$ cat config.mk
export PLATFORM = sky130hd
export DESIGN_NAME = llch_div
export DESIGN_NICKNAME = d
export VERILOG_FILES = /design/src/rtl/llch_pkg.sv /design/src/rtl/llch_div.sv
export SDC_FILE = /design/constraint.sdc
export NUM_CORES = 1
export LEC_CHECK = 0
export CORE_ASPECT_RATIO = 1.5
export CORE_MARGIN = 2
export CORE_UTILIZATION = 55
export CTS_CLUSTER_SIZE = 25
export DETAILED_ROUTE_END_ITERATION = 16
export DONT_BUFFER_PORTS = 1
export GPL_TIMING_DRIVEN = 1
export MAX_ROUTING_LAYER = met4
export PLACE_DENSITY = 0.71
export SYNTH_ARGS = -nofsm -noshare
export SYNTH_HDL_FRONTEND = slang
export SYNTH_SLANG_ARGS = --single-unit
$ cat constraint.sdc
create_clock -name clk -period 2.6 [get_ports clk]
set_input_delay 0.26 -clock clk [delete_from_list [all_inputs] [get_ports clk]]
set_output_delay 0.26 -clock clk [all_outputs]
set_load 0.01 [all_outputs]
$ cat src/rtl/llch_pkg.sv
package llch_pkg;

  typedef enum logic [1:0] {
    CMD_ADD   = 2'd0,
    CMD_QUERY = 2'd1,
    CMD_CLEAR = 2'd2,
    CMD_NONE  = 2'd3
  } cmd_t;

  localparam int unsigned DVD_W = 64;
  localparam int unsigned DVS_W = 32;

  typedef struct packed {
    logic start;
    logic [DVD_W-1:0] dividend;
    logic [DVS_W-1:0] divisor;
  } div_req_t;

  typedef struct packed {
    logic done;
    logic [DVD_W-1:0] quotient;
  } div_rsp_t;

endpackage

$ cat src/rtl/llch_div.sv
module llch_div (
  input  logic               clk,
  input  logic               rst,
  input  llch_pkg::div_req_t req,
  output llch_pkg::div_rsp_t rsp
);
  import llch_pkg::*;

  localparam int unsigned CW = $clog2(DVD_W + 1);

  logic [CW-1:0]    cnt;
  logic             busy;
  logic             fin;
  logic [DVS_W:0]   rem;
  logic [DVD_W-1:0] quo;
  logic [DVS_W-1:0] dvs;
  logic [DVS_W:0]   rem_sh;
  logic             fits;

  assign rem_sh = {rem[DVS_W-1:0], quo[DVD_W-1]};
  assign fits   = rem_sh >= {1'b0, dvs};

  always_ff @(posedge clk) begin
    if (rst) begin
      busy <= 1'b0;
      cnt  <= '0;
      fin  <= 1'b0;
    end else begin
      fin <= 1'b0;
      if (req.start) begin
        busy <= 1'b1;
        cnt  <= CW'(DVD_W);
      end else if (busy) begin
        cnt <= cnt - 1'b1;
        if (cnt == CW'(1)) begin
          busy <= 1'b0;
          fin  <= 1'b1;
        end
      end
    end
  end

  always_ff @(posedge clk) begin
    if (req.start) begin
      rem <= '0;
      quo <= req.dividend;
      dvs <= req.divisor;
    end else if (busy) begin
      rem <= fits ? (rem_sh - {1'b0, dvs}) : rem_sh;
      quo <= {quo[DVD_W-2:0], fits};
    end
  end

  assign rsp = {fin, quo};

endmodule

* Yosys cells after proc, flatten, opt, wreduce, memory -nomap -nowiden
Index checks and enable logic that the tools add are counted.
** Storage, ports and cells
- Flip-flop bits (word level) :: 137
- Latch bits :: 0
- Bits in writable memories :: 0
- Bits in read-only memories :: 0
- Input port bits :: 99
- Output and inout port bits :: 65
- Logic and storage cells :: 24
- Memories :: 0
** Cells by class
- Add/subtract/negate cells :: 2
- $mul :: 0
- Divide/modulo/power cells :: 0
- $lt $le $gt $ge :: 1
- Eq/ne operators :: 1
- Shifts and indexed selects :: 0
- Mux-type cells :: 9
- Bitwise operators :: 1
- Reductions and logical operators :: 3
** Operators with widths (number)
- two-way mux 64 bit :: 2
- >= comparator 33 x 32 -> 1 bit :: 1
- two-way mux 32 bit :: 1
- subtractor 32 bit :: 1
- two-way mux 7 bit :: 2
- == test 7 x 1 -> 1 bit (second input constant) :: 1
- subtractor 7 x 1 -> 7 bit (second input constant) :: 1
- two-way mux 1 bit :: 4
- OR reduction 3 bit :: 1
- nonzero test 2 bit :: 1
- OR reduction 2 bit :: 1
- NOT 1 bit :: 1

* Longest topological paths before layout
Gate-level depths: netlist of run 1.
- Depth after elaboration :: 4
- Gate-level depth with buffers :: 14
- Depth with buffers taken out :: 11

* Least setup slack after synthesis of run 1
Ideal clock, no wire load.
- Kind :: flip-flop to flip-flop
- From :: reg quo[63]
- To :: reg rem[22]
- Setup time :: 0.088 ns
- Arrival time :: 2.756 ns
- Data required time :: 2.512 ns
- Setup slack :: -0.244 ns
- Cell stages (with the launch flop) :: 12
- Buffers on the path :: 0
- Clock period less this slack :: 2.844 ns
- Path through :: edfxtp_1 -> inv_1 -> ha_1 -> fa_1 -> nor2b_1 -> o2111ai_1 -> a2111o_1 -> a31o_2 -> a21oi_1 -> nor3_1 -> or3b_1 -> a311oi_2
** On the way
- Word-level cells in the longest chain between the ends :: 2
- Elaborated cells on any way between the ends :: 3
- Classes of those cells :: add/sub: 1; order compare: 1; mux: 1
** RTL lines
- start, declared :: line llch_div.sv:15 : logic [DVD_W-1:0] quo;
- start signal, assigned :: line llch_div.sv:46 : quo <= req.dividend;
- start signal, assigned :: line llch_div.sv:50 : quo <= {quo[DVD_W-2:0], fits};
- subtractor 32 bit or >= comparator 33 x 32 -> 1 bit (tied branches) :: line llch_div.sv:49, llch_div.sv:21
- two-way mux 32 bit (*) :: line llch_div.sv:49 : rem <= fits ? (rem_sh - {1'b0, dvs}) : rem_sh;
- end signal, assigned :: line llch_div.sv:49
- end, declared :: line llch_div.sv:14 : logic [DVS_W:0] rem;
Mark *: on every way between the ends. The rest lies on a longest branch, timed or not.
A chain may end at the register's enable or synchronous reset.

* Worst setup path in the final report of run 1
- From :: reg dvs[0]
- To :: reg rem[26]
** On the way
- Word-level cells in the longest chain between the ends :: 2
- Elaborated cells on any way between the ends :: 3
- Classes of those cells :: add/sub: 1; order compare: 1; mux: 1
** RTL lines
- start, declared :: line llch_div.sv:16 : logic [DVS_W-1:0] dvs;
- start signal, assigned :: line llch_div.sv:47 : dvs <= req.divisor;
- subtractor 32 bit or >= comparator 33 x 32 -> 1 bit (tied branches) :: line llch_div.sv:49, llch_div.sv:21
- two-way mux 32 bit (*) :: line llch_div.sv:49
Marks and branches as above.

==> qor_table.md, run 1 <==
| Step | Parameter | Value |
|---|---|---|
| min path | Path category of the worst min-delay check | input port to flop |
| place | Quantity of I/O buffers inserted on ports | 0 |
| global route | Global router's overall resource usage | 0.275 |
| synthesis | Net count after synthesis | 837 |
| run status | Violations in the final reports | negative setup slack |
| sta | Final period util | 1.08 |
| worst setup path | Max stage delay on crit path | 440 ps |
| synthesis | Count of different cell masters after synthesis | 57 |
| place | Weighted congestion at the end of routability-driven global placement | 0.925 |
| sta | Number of hold violations in the final report | 0 |
| synthesis | Post-synth ARST share | 0 |
| global route | Pin count of the biggest net entering global routing | 71 |
| synthesis | Gate Count Post-Synth | 703 |
| cells and area | Area of the multi-input gates | 3750 µm² |
| sta | Actual slew at the worst max-slew pin | 780 ps |
| flow run | Max-cap violation count | 0 |
| synthesis | Synth area leaders | edfxtp_1, dfxtp_1, mux2_2, ha_1, nand2_1 |
| clock tree | Clock Root Buffer | clkbuf_16 |
| clock tree | TritonCTS clock tree | yes |
| cells and area | Final antenna diode count | 0 |
| cells and area | FILL cells | 972 |
| worst setup path | Required time at the worst-slack endpoint | 2910 ps |
| clock tree | Worst-path clk slew | 60 ps |
| min path | Launch point of the worst hold path | req[96] |
| cells and area | Area growth syn-to-layout | 29.3% |
| global route | Wire length of the first global-routing pass | 30,800 µm |
| worst setup path | Reg2reg start | dvs[0]$_DFFE_PP_ |
| synthesis | Number of flops mapped to enable cells by yosys | 96 |
| worst setup path | Worst endpoint data arrival time | 3120 ps |
| detailed routing | Routed Wire Length | 19,600 µm |
| min path | Hold Path Sink | busy$_SDFF_PP0_ |
| worst setup path | Standard cell with the maximum stage delay on the critical path | a2111o_1 |
| worst setup path | Startpoint kind of the worst setup timing path | flop |
| synthesis | Netlist area before placement | 7470 µm² |
| synthesis | Fraction of synthesized cell area taken by the top area cell type | 0.386 |
| cells and area | Layout net count | 956 |
| worst setup path | Most common cell type on the critical path | a21oi_2 |
| sta | Final setup violation count | 13 |
| worst setup path | Worst reg-to-reg setup slack | -210 ps |
| place | Placed cell count | 919 |
| floorplan | Die height | 147 µm |
| floorplan | Core area | 13,400 µm² |
| power | Peak supply drop | 0.427 mV |
| synthesis | Number of flip-flops and latches in the synthesized netlist | 137 |
| power | Power per unit of standard cell area | 705 nW/µm² |
| worst setup path | RR Endpoint | rem[26]$_SDFFE_PP0P_ |
| synthesis | Most used standard cell by instance count after synthesis | edfxtp_1 |
| clock tree | CTS max path bufs | 2 |
| place | DP HPWL | 13,000 µm |
| global route | Antenna violations before repair | 0 |
| detailed routing | DRC viols | 0 |
| clock tree | Clock network latency to the later pin of the worst-skew pair | 430 ps |
| detailed routing | First DRT Iteration DRCs | 346 |
| cells and area | FF+latch area | 3700 µm² |
| floorplan | Overall die area | 14,500 µm² |
| sta | Post-route worst setup slack | -207 ps |
| cells and area | Final Cell Area | 9650 µm² |
| sta | Count of final max-slew check failures | 0 |
| sta | Clock tree skew after final layout | 21.7 ps |
| worst setup path | Type of destination of the critical path | flop |
| sta | Minimum clock period | 2810 ps |
| floorplan | Horizontal die dimension | 99.1 µm |
| min path | Worst hold path depth | 2 |
| worst setup path | Worst Setup Path Type | flop to flop |
| sta | Max Clk Rate | 0.356 GHz |
| global route | Number of global-route vias before repair | 6,295 |
| power | Leakage power figure | 3.91 nW |
| cells and area | Layout cell share with drive strength beyond 1 | 0.327 |
| floorplan | Starting Density | 0.557 |
| sta | Max-Slew Margin vs Limit | 0.480 |
| floorplan | Number of top-level design ports | 164 |
| detailed routing | Vias post-DR | 5,960 |
| detailed routing | Remaining number of nets flagged by the antenna check after routing | 0 |
| floorplan | Site row count | 52 |
| cells and area | Number of standard cells in the final layout excluding fillers | 997 |
| synthesis | Most used standard cells in the synthesized netlist | edfxtp_1, nand2_1, mux2_2 |
| synthesis | Post-Syn Area per Cell | 10.6 µm² |
| global route | Overflow left after global routing | 0 |
| clock tree | CTS HTree Levels | 4 |
| place | Setup slack after placement | -210 ps |
| worst setup path | Reg2Reg Depth | 10 |
| clock tree | Clock Sink Count | 137 |
| sta | Sum Neg Setup Slack | -1260 ps |
| run status | Run status | complete, but fails checks |
| detailed routing | Per-cell routed wire length | 19.6 µm |
| synthesis | Count of yosys warnings during synthesis | 0 |
| worst setup path | CP Max Fanout | 4 |
| place | Placement-stage cell area | 8210 µm² |
| synthesis | Sequential cell area fraction in the yosys report | 0.496 |
| power | Total power after layout | 6.81 mW |
| worst setup path | Worst path cell trace | ha_2, fa_2, nor2b_4, o2111ai_2, a2111o_1, a31o_4, a21oi_2, a21oi_2, or3_1, a311oi_1 |
| sta | Setup repair after global routing missed its margin | true |
| detailed routing | Vias per cell | 5.98 |
| detailed routing | Count of TritonRoute iterations in the first routing pass | 5 |
| synthesis | Predominant post-synthesis flop cell | edfxtp_1 |
| synthesis | Library cell occupying the most area in the post-synthesis netlist | edfxtp_1 |
| clock tree | Total clock buffers created by CTS | 17 |
-- worst max path at each step --
stage                      startpoint  depth (start not counted)              endpoint
floorplan           quo[63]$_DFFE_PP_                         11  rem[22]$_SDFFE_PP0P_
global placement    quo[63]$_DFFE_PP_                         11  rem[22]$_SDFFE_PP0P_
detailed placement  quo[63]$_DFFE_PP_                         11  rem[22]$_SDFFE_PP0P_
CTS                 quo[63]$_DFFE_PP_                         11  rem[26]$_SDFFE_PP0P_
global route        quo[63]$_DFFE_PP_                         11  rem[22]$_SDFFE_PP0P_
finish               dvs[0]$_DFFE_PP_                         10  rem[26]$_SDFFE_PP0P_
-- power breakdown --
part | leakage [nW] | internal, mW | switching, mW
Clock | 0.278 | 1.28 | 1.08
Sequential | 1.30 | 2.58 | 0.197
Combinational | 2.34 | 0.820 | 0.846
-- metrics by stage --
step / hold slack, ps / utilization
floorplan: 329 / -
global placement: 328 / 0.613
detailed placement: 331 / 0.613
CTS: 11.7 / 0.695
global route: 37.8 / 0.720
finish: 24.7 / 0.720
-- timing repair --
item / in CTS / in global routing
endpoints found under the hold margin: 97 / 0
resized for setup: 28 / 50
pin swaps: 3 / 22
endpoints found under the setup margin: 31 / 33
cloned: 0 / 2
setup buffers: 1 / 9
hold buffers: 34 / 0
-- area by class of cell --
| class | count | area share |
|---|---|---|
| multi-input combinational | 474 | 0.389 |
| sequential | 137 | 0.384 |
| timing repair buffer | 141 | 0.127 |
| clock buffer | 17 | 0.0441 |
| tap | 162 | 0.0210 |
| inverter | 51 | 0.0198 |
| clock inverter | 15 | 0.0156 |
-- state kept, by name, indices dropped and copies added, names as in the netlist --
register,flops
cnt,7
dvs,32
busy,1
rem,32
fin,1
quo,64
-- per-layer routing --
metal / wire (µm) / track usage / up-vias
met3: 1240 / 0.0609 / 36
met2: 10600 / 0.478 / 255
li1: - / - / 2816
met1: 7230 / 0.304 / 2853
met4: 485 / 0.110 / 0
met5: 0 / - / -
-- logic make-up after synthesis --
kind of cell / Yosys count / share of synthesized area
flops: 137 / 0.496
simple gates: 192 / 0.118
mux: 65 / 0.0977
fa+ha+maj: 35 / 0.0597
compound gates: 155 / 0.144
xor+xnor: 26 / 0.0305
buf+inv: 93 / 0.0533
-- placed cells by master, fill, tap and decap left out, types with 4 or more instances in the layout --
master / Yosys / routed
a211oi_1: 6 / 4
a21o_1: 16 / 16
a21oi_1: 47 / 35
a21oi_2: 0 / 10
a311oi_1: 22 / 20
a311oi_2: 3 / 5
a31oi_1: 4 / 4
buf_4: 6 / 98
buf_6: 1 / 6
clkbuf_16: 0 / 18
dfxtp_1: 41 / 40
dlygate4sd3_1: 0 / 33
edfxtp_1: 96 / 96
ha_1: 34 / 21
ha_4: 0 / 11
inv_1: 51 / 46
inv_2: 0 / 5
inv_6: 0 / 5
inv_8: 0 / 4
mux2_2: 63 / 63
nand2_1: 69 / 66
nand3_1: 15 / 13
nand4_1: 16 / 16
nor2_1: 56 / 54
nor3_1: 6 / 6
o211ai_1: 4 / 4
o21a_1: 6 / 6
o21ai_0: 22 / 17
o21ai_1: 2 / 4
or3_1: 6 / 6
xnor2_1: 16 / 16
xor2_1: 10 / 10
-- worst max-delay path: cells and delay by family, from the launching register on --
kind	cells	cell delay [ps]
AOI/OAI and AO/OA	6	1280
adders and majority gates	2	560
DFF	1	370
and+or+nand+nor	2	510
Note: power is estimated with default switching activity, not from simulation.
==> inputs of run 2 (changes only) <==
--- a/config.mk
+++ b/config.mk
@@ -13,7 +13,7 @@
 export DONT_BUFFER_PORTS = 1
 export GPL_TIMING_DRIVEN = 1
 export MAX_ROUTING_LAYER = met4
-export PLACE_DENSITY = 0.71
+export PLACE_DENSITY = 0.68
 export SYNTH_ARGS = -nofsm -noshare
 export SYNTH_HDL_FRONTEND = slang
 export SYNTH_SLANG_ARGS = --single-unit
==> constraint.sdc (replaced) <==
create_clock -name clk -period 3.2 [get_ports clk]
set_input_delay 0.32 -clock clk [delete_from_list [all_inputs] [get_ports clk]]
set_output_delay 0.32 -clock clk [all_outputs]
set_load 0.01 [all_outputs]
==> qor_table.md, run 2 (synthesized netlist as in run 1, its figures left out) <==
| Step | Parameter | Value |
|---|---|---|
| sta | Sum Neg Setup Slack | 0 ps |
| flow run | Max-cap violation count | 0 |
| sta | Number of hold violations in the final report | 0 |
| detailed routing | First DRT Iteration DRCs | 269 |
| global route | Global routing's busiest layer | met2 |
| detailed routing | Routed Wire Length | 17,400 µm |
| cells and area | FF+latch area | 3700 µm² |
| power | Peak supply drop | 0.451 mV |
| min path | Path category of the worst min-delay check | input port to flop |
| detailed routing | DRC viols | 0 |
| power | Leakage power figure | 3.44 nW |
| detailed routing | Vias per cell | 6.01 |
| cells and area | Layout cell share with drive strength beyond 1 | 0.172 |
| sta | Max Clk Rate | 0.330 GHz |
| cells and area | Area of the multi-input gates | 3380 µm² |
| power | Power per unit of standard cell area | 613 nW/µm² |
| cells and area | Register with the most flip-flops | quo |
| floorplan | Die height | 147 µm |
| clock tree | Clock Sink Count | 137 |
| place | DP HPWL | 12,100 µm |
| power | Design internal power | 3.65 mW |
| worst setup path | CP Max Fanout | 4 |
| sta | Final period util | 0.948 |
| worst setup path | Reg2reg start | quo[63]$_DFFE_PP_ |
| clock tree | CTS HTree Levels | 4 |
| global route | Wire length of the first global-routing pass | 28,100 µm |
| global route | Overflow left after global routing | 0 |
| floorplan | Horizontal die dimension | 99.1 µm |
| cells and area | FILL cells | 1,070 |
| cells and area | Commonest non-fill, non-tap cell in the layout | edfxtp_1 |
| floorplan | Number of top-level design ports | 164 |
| detailed routing | Vias post-DR | 5,447 |
| global route | Met1 Track Usage GR | 0.275 |
| power | Switching Power | 1.61 mW |
| sta | Clock tree skew after final layout | 11.4 ps |
| min path | Launch point of the worst hold path | req[96] |
| power | Switching Fraction | 0.306 |
| global route | Number of global-route vias before repair | 5,749 |
| place | Quantity of I/O buffers inserted on ports | 0 |
| global route | Met2 track demand over resource in global routing | 0.436 |
| floorplan | Overall die area | 14,500 µm² |
| cells and area | Area growth syn-to-layout | 14.9% |
| power | Logic gate share of total power | 0.184 |
| clock tree | Total clock buffers created by CTS | 17 |
| global route | Global router's overall resource usage | 0.250 |
| worst setup path | Worst endpoint data arrival time | 3360 ps |
| sta | Max-Slew Margin vs Limit | 0.350 |
| sta | Minimum clock period | 3030 ps |
| cells and area | Flip-flop count of the largest register after layout | 64 |
| worst setup path | Required time at the worst-slack endpoint | 3520 ps |
| detailed routing | Per-cell routed wire length | 19.2 µm |
| place | Weighted congestion at the end of routability-driven global placement | 0.897 |
| floorplan | Core area | 13,400 µm² |
| cells and area | Most frequent cells in the layout | edfxtp_1, nand2_1, mux2_2 |
| cells and area | Core utilization of the finished layout | 0.640 |
| run status | Run status | complete, no violations |
| clock tree | Clock Root Buffer | clkbuf_16 |
| cells and area | Layout net count | 865 |
| clock tree | TritonCTS clock tree | yes |
| detailed routing | Count of TritonRoute iterations in the first routing pass | 5 |
| sta | Actual slew at the worst max-slew pin | 972 ps |
| detailed routing | Remaining number of nets flagged by the antenna check after routing | 0 |
| worst setup path | Type of destination of the critical path | flop |
| worst setup path | Startpoint kind of the worst setup timing path | flop |
| cells and area | Final antenna diode count | 0 |
| floorplan | Site row count | 52 |
| clock tree | Clock network latency to the later pin of the worst-skew pair | 430 ps |
| clock tree | CTS max path bufs | 2 |
| global route | Pin count of the biggest net entering global routing | 105 |
| sta | Count of final max-slew check failures | 0 |
| cells and area | Largest registers | quo (64), dvs (32), rem (32) |
| global route | Antenna violations before repair | 0 |
| sta | Final setup violation count | 0 |
| global route | GRT met3 Usage | 0.0657 |
| sta | WHS | 18.9 ps |
| worst setup path | Worst setup path startpoint | quo[63]$_DFFE_PP_ |
| power | Register share of total power | 0.429 |
| clock tree | Worst-path clk slew | 70 ps |
| floorplan | Starting Density | 0.557 |
| worst setup path | Worst Setup Path Type | flop to flop |
| power | Power share of the clock group | 0.388 |
## run 2: worst paths after layout
path | to | slack, ps | depth (start not counted)
worst min-delay path | dvs[10]$_DFFE_PP_ | 20 | 0
worst min register to register | rem[1]$_SDFFE_PP0P_ | 490 | 2
worst max-delay path | rem[22]$_SDFFE_PP0P_ | 170 | 11
worst max register to register | rem[22]$_SDFFE_PP0P_ | 170 | 11
## run 2: power groups by stage
stage	Sequential [mW]	Combinational, mW	Clock, mW
6_report	2.25	0.964	2.04
3_3_place_gp	2.29	0.895	0
5_1_grt	2.27	1.07	2.13
4_1_cts	2.25	0.960	2.06
3_5_place_dp	2.29	0.912	0
2_1_floorplan	2.25	0.753	0
## run 2: critical path, cell delays in order, from the launching register on
cell,delay [ps]
edfxtp_1,350
inv_1,50
ha_1,220
fa_1,420
nor2b_2,150
o2111ai_1,170
a2111o_1,500
a31o_2,280
a21oi_2,140
nor3_1,60
or3b_1,350
a311oi_2,250
## run 2: repair_timing
item / 4_1_cts / 5_1_grt
hold endpoints to repair: 54 / 0
gates resized for setup: 0 / 3
buffers inserted: 0 / 2
setup endpoints to repair: 0 / 2
hold buffers: 35 / 0
## run 2: cell type report
cell class / count / area share
tap: 162 / 0.0236
clock inverter: 15 / 0.0236
multi-input combinational: 473 / 0.394
inverter: 51 / 0.0223
timing repair buffer: 51 / 0.0549
clock buffer: 17 / 0.0496
sequential: 137 / 0.432
## run 2: metrics by stage
step / setup slack (ps) / total power [mW] / std cells / instance area [µm²]
after floorplan: 356 / 3.00 / 703 / 7470
after global placement: 256 / 3.18 / 837 / 7570
after detailed placement: 196 / 3.20 / 837 / 7570
after CTS: 154 / 5.28 / 904 / 8550
after global routing: -2.05 / 5.47 / 906 / 8580
final: 166 / 5.25 / 906 / 8580
## run 2: routing by layer
metal,wire [µm],vias to the layer above
met5,0,-
li1,-,2625
met1,6780,2592
met2,9150,201
met4,360,0
met3,1150,29
